File: config.mk
export PLATFORM = sky130hd
export DESIGN_NAME = float_approx_equal_compare
export DESIGN_NICKNAME = d
export VERILOG_FILES = /design/src/fac_pkg.sv /design/src/fac_classify.sv /design/src/fac_fsub.sv /design/src/float_approx_equal_compare.sv
export SDC_FILE = /design/constraint.sdc
export NUM_CORES = 1
export LEC_CHECK = 0
export BUFFER_PORTS_ARGS = -buffer_cell sky130_fd_sc_hd__buf_4
export CAP_MARGIN = 20
export CORE_MARGIN = 2
export CORE_UTILIZATION = 50
export CTS_CLUSTER_SIZE = 14
export DETAILED_ROUTE_END_ITERATION = 10
export GPL_TIMING_DRIVEN = 0
export PLACE_DENSITY = 0.71
export SKIP_CTS_REPAIR_TIMING = 1
export SKIP_LAST_GASP = 1
export SYNTH_ARGS = -nofsm -noshare
export SYNTH_HDL_FRONTEND = slang
export SYNTH_SLANG_ARGS = --single-unit
File: constraint.sdc
create_clock -name clk -period 8.8 [get_ports clk]
set_input_delay 0.88 -clock clk [delete_from_list [all_inputs] [get_ports clk]]
set_output_delay 0.88 -clock clk [all_outputs]
set_load 0.005 [all_outputs]
File: src/fac_pkg.sv
`timescale 1ns / 1ps
`default_nettype none
package fac_pkg;

    localparam logic [30:0] ONE_MAG = 31'h3F80_0000;
    localparam logic [7:0]  EXP_MAX = 8'hFF;

    // operands for the single-precision subtractor plus early decision
    typedef struct packed {
        logic        decided;
        logic        result;
        logic        sa;
        logic [7:0]  ea;
        logic [22:0] fa;
        logic        sb;
        logic [7:0]  eb;
        logic [22:0] fb;
    } fac_op_t;

    // raw difference before normalization
    typedef struct packed {
        logic        decided;
        logic        result;
        logic [27:0] diff;
        logic [7:0]  exp;
    } fac_raw_t;

    // rounded magnitude of the difference
    typedef struct packed {
        logic        decided;
        logic        result;
        logic [30:0] mag;
    } fac_mag_t;

    function automatic logic [4:0] lzc27(input logic [26:0] v);
        logic [4:0] cnt;
        cnt = 5'd27;
        for (int i = 0; i < 27; i++)
        begin
            if (v[i])
                cnt = 5'(26 - i);
        end
        return cnt;
    endfunction

endpackage
`default_nettype wire

File: src/fac_classify.sv
`timescale 1ns / 1ps
`default_nettype none
module fac_classify
    import fac_pkg::*;
(
    input  wire logic        clk,
    input  wire logic        en,
    input  wire logic [31:0] x,
    input  wire logic [31:0] y,
    output fac_op_t          op_reg
);

    fac_op_t     op_next;
    logic        nan_x, nan_y, inf_x, inf_y, small_xy;
    logic        zero_x, zero_y, den_x, den_y;
    logic [8:0]  bx, by;

    always_comb
    begin
        nan_x    = (x[30:23] == EXP_MAX) && (x[22:0] != 23'd0);
        nan_y    = (y[30:23] == EXP_MAX) && (y[22:0] != 23'd0);
        inf_x    = (x[30:23] == EXP_MAX) && (x[22:0] == 23'd0);
        inf_y    = (y[30:23] == EXP_MAX) && (y[22:0] == 23'd0);
        small_xy = (x[30:0] <= ONE_MAG) && (y[30:0] <= ONE_MAG);
        zero_x   = (x[30:0] == 31'd0);
        zero_y   = (y[30:0] == 31'd0);
        den_x    = (x[30:23] == 8'd0) && !zero_x;
        den_y    = (y[30:23] == 8'd0) && !zero_y;
        // zero counts as exponent -1, the same as a biased field of 126
        bx = zero_x ? 9'd126 : {1'b0, x[30:23]};
        by = zero_y ? 9'd126 : {1'b0, y[30:23]};

        op_next = '0;
        op_next.sa = x[31];
        op_next.ea = x[30:23];
        op_next.fa = x[22:0];
        op_next.sb = y[31];
        op_next.eb = y[30:23];
        op_next.fb = y[22:0];

        if (nan_x || nan_y)
        begin
            op_next.decided = 1'b1;
            op_next.result  = nan_x && nan_y;
        end
        else if (inf_x || inf_y)
        begin
            op_next.decided = 1'b1;
            op_next.result  = inf_x && inf_y && (x[31] == y[31]);
        end
        else if (!small_xy)
        begin
            if ((x[31] != y[31]) || den_x || den_y || (bx > by + 9'd1) || (by > bx + 9'd1))
            begin
                op_next.decided = 1'b1;
                op_next.result  = 1'b0;
            end
            // mantissa compare: larger exponent gets 2^0, else 2^-1
            op_next.sa = 1'b0;
            op_next.sb = 1'b0;
            op_next.ea = zero_x ? 8'd0 : ((bx > by) ? 8'd127 : 8'd126);
            op_next.eb = zero_y ? 8'd0 : ((by > bx) ? 8'd127 : 8'd126);
        end
    end

    always_ff @(posedge clk)
    begin
        if (en)
            op_reg <= op_next;
    end

endmodule
`default_nettype wire

File: src/fac_fsub.sv
`timescale 1ns / 1ps
`default_nettype none
module fac_fsub
    import fac_pkg::*;
(
    input  wire logic    clk,
    input  wire logic    en,
    input  wire fac_op_t op,
    output fac_mag_t     mag_reg
);

    fac_raw_t    raw_reg, raw_next;
    fac_mag_t    mag_next;

    logic        swap, do_sub;
    logic [7:0]  ea_eff, eb_eff, el, es, d;
    logic [23:0] sig_a, sig_b, sig_l, sig_s;
    logic [26:0] ext_l, ext_s, shifted, lost_mask;
    logic        sticky;

    // align, then add or subtract
    always_comb
    begin
        ea_eff = (op.ea == 8'd0) ? 8'd1 : op.ea;
        eb_eff = (op.eb == 8'd0) ? 8'd1 : op.eb;
        sig_a  = {op.ea != 8'd0, op.fa};
        sig_b  = {op.eb != 8'd0, op.fb};
        swap   = {op.eb, op.fb} > {op.ea, op.fa};
        el     = swap ? eb_eff : ea_eff;
        es     = swap ? ea_eff : eb_eff;
        sig_l  = swap ? sig_b : sig_a;
        sig_s  = swap ? sig_a : sig_b;
        d      = el - es;
        ext_l  = {sig_l, 3'b000};
        ext_s  = {sig_s, 3'b000};
        if (d >= 8'd27)
        begin
            shifted   = '0;
            lost_mask = '1;
        end
        else
        begin
            shifted   = ext_s >> d;
            lost_mask = ~(27'h7FF_FFFF << d);
        end
        sticky = |(ext_s & lost_mask);
        do_sub = (op.sa == op.sb);

        raw_next.decided = op.decided;
        raw_next.result  = op.result;
        raw_next.exp     = el;
        raw_next.diff    = do_sub ? ({1'b0, ext_l} - {1'b0, shifted | {26'd0, sticky}})
                                  : ({1'b0, ext_l} + {1'b0, shifted | {26'd0, sticky}});
    end

    logic [4:0]  lz;
    logic [7:0]  lim, sh;
    logic [8:0]  e9;
    logic [26:0] n;
    logic [7:0]  field;
    logic        up;

    // normalize and round to nearest even
    always_comb
    begin
        lz  = lzc27(raw_reg.diff[26:0]);
        lim = raw_reg.exp - 8'd1;
        sh  = ({3'd0, lz} < lim) ? {3'd0, lz} : lim;
        if (raw_reg.diff[27])
        begin
            n  = {raw_reg.diff[27:2], raw_reg.diff[1] | raw_reg.diff[0]};
            e9 = {1'b0, raw_reg.exp} + 9'd1;
        end
        else
        begin
            n  = raw_reg.diff[26:0] << sh;
            e9 = {1'b0, raw_reg.exp - sh};
        end
        field = n[26] ? e9[7:0] : 8'd0;
        up    = n[2] && (n[1] || n[0] || n[3]);

        mag_next.decided = raw_reg.decided;
        mag_next.result  = raw_reg.result;
        mag_next.mag     = {field, n[25:3]} + {30'd0, up};
    end

    always_ff @(posedge clk)
    begin
        if (en)
        begin
            raw_reg <= raw_next;
            mag_reg <= mag_next;
        end
    end

endmodule
`default_nettype wire

File: src/float_approx_equal_compare.sv
`timescale 1ns / 1ps
`default_nettype none
// Approximate equality of two single-precision values. Each input word carries
// first_value in tdata[31:0] and second_value in tdata[63:32]; each output word
// carries approx_equal in tdata[0]. The block is a four-stage pipeline
// (classify, align and subtract, normalize and round, threshold compare) and
// takes one word per clock unless held; a result passes through op_reg,
// raw_reg, mag_reg and out_reg. The whole pipeline holds while the output
// word waits. The APB port writes the tolerance register at address 0.
module float_approx_equal_compare
    import fac_pkg::*;
(
    input  wire logic        clk,
    input  wire logic        rst_n,
    input  wire logic        s_axis_tvalid,
    output      logic        s_axis_tready,
    input  wire logic [63:0] s_axis_tdata,   // first_value, second_value
    output      logic        m_axis_tvalid,
    input  wire logic        m_axis_tready,
    output      logic [7:0]  m_axis_tdata,   // approx_equal, zero fill
    input  wire logic        psel,
    input  wire logic        penable,
    input  wire logic        pwrite,
    input  wire logic        paddr,
    input  wire logic [31:0] pwdata,
    output      logic [31:0] prdata,
    output      logic        pready
);

    logic [31:0] tol_reg;
    logic [2:0]  vld_reg;
    logic        out_vld_reg, out_reg, out_next;
    logic        adv;
    fac_op_t     op;
    fac_mag_t    mag;

    logic        thr_nan;
    logic [30:0] thr_mag;

    assign adv           = !out_vld_reg || m_axis_tready;
    assign s_axis_tready = adv;
    assign m_axis_tvalid = out_vld_reg;
    assign m_axis_tdata  = {7'd0, out_reg};
    assign prdata        = tol_reg;
    assign pready        = 1'b1;

    always_ff @(posedge clk or negedge rst_n)
    begin
        if (!rst_n)
            tol_reg <= '0;
        else if (psel && penable && pwrite && (paddr == 1'b0))
            tol_reg <= pwdata;
    end

    fac_classify u_classify (
        .clk    (clk),
        .en     (adv),
        .x      (s_axis_tdata[31:0]),
        .y      (s_axis_tdata[63:32]),
        .op_reg (op)
    );

    fac_fsub u_fsub (
        .clk     (clk),
        .en      (adv),
        .op      (op),
        .mag_reg (mag)
    );

    // threshold is tolerance doubled in single precision
    always_comb
    begin
        thr_nan = (tol_reg[30:23] == EXP_MAX) && (tol_reg[22:0] != 23'd0);
        if (tol_reg[30:23] == 8'd0)
            thr_mag = {tol_reg[29:0], 1'b0};
        else if (tol_reg[30:23] == EXP_MAX)
            thr_mag = tol_reg[30:0];
        else if (tol_reg[30:23] == 8'd254)
            thr_mag = {EXP_MAX, 23'd0};
        else
            thr_mag = {tol_reg[30:23] + 8'd1, tol_reg[22:0]};

        if (mag.decided)
            out_next = mag.result;
        else if (thr_nan)
            out_next = 1'b0;
        else if (tol_reg[31])
            out_next = (mag.mag == 31'd0) && (thr_mag == 31'd0);
        else
            out_next = (mag.mag <= thr_mag);
    end

    always_ff @(posedge clk or negedge rst_n)
    begin
        if (!rst_n)
        begin
            vld_reg     <= '0;
            out_vld_reg <= 1'b0;
        end
        else if (adv)
        begin
            vld_reg     <= {vld_reg[1:0], s_axis_tvalid};
            out_vld_reg <= vld_reg[2];
        end
    end

    always_ff @(posedge clk)
    begin
        if (adv)
            out_reg <= out_next;
    end

endmodule
`default_nettype wire
==> results.toml <==
[worst_setup_path]
r2r.worst_path.cells = 46
cp-startpoint = "u_classify.op_reg[22]"
regToRegEndpoint = "u_fsub.raw_reg[33]"
setup.reg_to_reg.worst_slack_ps = -320
cp.required_ps = 9020
crit_path_top_delay_cell = "edfxtp_1"
critical_path.max_stage_delay_ps = 490
class_of_the_most_critical_setup_path = "reg2reg"
cp-endpoint = "u_fsub.raw_reg[33]"
cp.arrival_ps = 9340
timing.critical_path.to_type = "flop"
r2r-start = "u_classify.op_reg[22]"
cp_max_fo = 10
worst_setup_path_start_kind = "flop"

[detailed_routing]
initialDrtViolationCount = 2438
drt_wl_total_um = 77400
detail_route.wl_per_cell_um = 24.5
drt.antenna.violating_nets = 0
vias = 21231
avgViaCountPerCell = 6.73
drc_errors = 0
drt-pass1-iter-count = 10

[sta]
rsz0062_at_grt = "true"
relSlewSlack = 0.214
finalSetupViolCount = 5
worst-slew-pin-transition_ps = 1180
post-route-min-period_ps = 9120
final_max_slew_viol_count = 0
finalWorstSetupSlack_ps = -324
timing.final.crit_share = 1.04
finClkSkew_ps = 13.4
fmax_mhz = 110
finalHoldViolCount = 0
hold_slack_ps = 356

[yosys]
synthTopCellsByArea = "edfxtp_1 (21%), ha_1 (10%), mux2i_1 (5.4%), dfrtp_1 (4.6%), nand2_1 (4.1%)"
synth.yosys.seq_area_share = 0.256
async_flop_share = 0.207
yosysMostFrequentCell = "nand2_1"
post_synth_instance_area_mm2 = 0.0197
ys_types = 103
synthesized_netlist_cell_count = 2389
synth_commonest_cells = "nand2_1 (214), nor2_1 (203), ha_1 (159)"
avgSynthCellArea_um2 = 8.25
synth_area_leader_cell = "edfxtp_1"
synth_top_cell_area_share = 0.210
synthesis.yosys.warnings = 0
synth-seq-cells = 174
synthFlopType = "edfxtp_1"
synth_edf_count = 138

[floorplanning]
area_enclosed_by_the_die_boundary_mm2 = 0.0410
dieHeight_um = 203
horizontal_die_dimension_um = 203
initial_utilization = 0.508
core_area_mm2 = 0.0388
row_count = 72
io_pins = 147

[global_routing]
groute.usage.overall = 0.360
grt_first_pass_wirelength_um = 115000
grt_pass1_vias = 19577
grt-ovfl-total = 0
grt_start_max_net_pins = 77
antenna_found_initial = 1

[final_layout]
largest_register_ffs = 66
areaGrowthSynthToFinish_pct = 17.8
final_cell_area_excluding_filler_cells_mm2 = 0.0232
antenna-diode-count = 0
final_layout_size_suffix_gt1_frac = 0.183
nets = 2890

[clock_network]
clock-sinks = 174
cts_buffers = 17
htree_num_levels = 4
clock-root-buffer = "clkbuf_16"
cts_buffer_depth = 2
worst_setup_hold_path_clk_slew_ps = 70
worst_skew_pair.late_latency_ps = 470
tritoncts = "built"

[placement]
detailedPlace.worstSlack_ps = -2600
dp.final_hpwl_um = 60200
routabilityCongestion = 1.06
postPlaceCellArea_mm2 = 0.0215
io_buffer_count = 136

[status]
violations = "setup timing"
run_status = "complete, but fails checks"

[worst_hold_path]
worstHoldPathType = "in2async"

[flow_run]
cap_viol_max_count = 0
## worst max-delay path, delay by kind of cell, from the launching register on
| kind | cells | cell delay (ps) |
|---|---|---|
| flops | 1 | 490 |
| xor+xnor | 1 | 140 |
| buf+inv | 8 | 1110 |
| simple gates | 8 | 1070 |
| fa+ha+maj | 5 | 1380 |
| compound gates | 24 | 4640 |
## area by class of cell
class / count / area [um^2]
sequential: 174 / 5040
inverter: 129 / 484
clock buffer: 22 / 519
buffer: 149 / 811
multi-input combinational: 1941 / 13900
tap: 518 / 648
clock inverter: 10 / 109
timing repair buffer: 212 / 1680
fill: 3480 / 15600
## metrics by stage
step,setup TNS (ps),util,cells
CTS,-37110,0.569,3085
global placement,-32760,0.551,3049
detailed placement,-35790,0.553,3053
floorplan,0,-,2395
global route,-4050,0.598,3155
finish,-807,0.598,3155
## layer usage
layer  up-vias  share of wire  GRT usage
met1     10116           0.39      0.449
met5         -        0.00017          0
li1       9487              -          -
met3       298          0.093     0.0716
met2      1328           0.46      0.589
met4         2          0.059      0.192
## cell families (layout without fill, tap and decap cells)
kind of cell / count (synthesis) / after routing / synth area share
fa+ha+maj: 162 / 162 / 0.104
compound gates: 703 / 703 / 0.247
xor+xnor: 83 / 83 / 0.0369
buf+inv: 280 / 522 / 0.0597
other cells: 2 / 8 / 0.000381
simple gates: 820 / 820 / 0.207
mux: 165 / 165 / 0.0892
flops: 174 / 174 / 0.256
## placed cells by master, fill, tap and decap left out, types with 19 or more instances in the layout
master       n
ha_1       147
clkbuf_1    80
clkbuf_16   24
xor2_1      20
nor4_1      53
a21o_1      27
nand2_1    213
inv_1      121
nor2b_1     34
dfrtp_1     36
xnor2_1     61
edfxtp_1   138
buf_4      214
and3_1      19
o211ai_1    34
nand4_1     50
mux2i_1    106
nor2_1     202
a22oi_1     43
buf_2       24
mux2_2      55
o21a_1      22
nand3_1     74
nor3_1      50
nand2b_1    31
a21oi_1    136
o21ai_0    137
a211oi_1    21
## worst min-delay path by stage
| stage | from | end | cells past startpoint |
|---|---|---|---|
| after global routing | rst_n | prdata[17] | 1 |
| after global placement | u_classify.op_reg[64] | u_fsub.mag_next[31] | 0 |
| after CTS | rst_n | prdata[31] | 1 |
| after floorplan | u_classify.op_reg[64] | u_fsub.mag_next[31] | 0 |
| after detailed placement | u_fsub.mag_next[32] | u_fsub.mag_reg[32] | 0 |
| final | rst_n | prdata[31] | 1 |
Power is not shown: default switching activity piles up to over one toggle a cycle in this logic, so the estimate is an artifact.
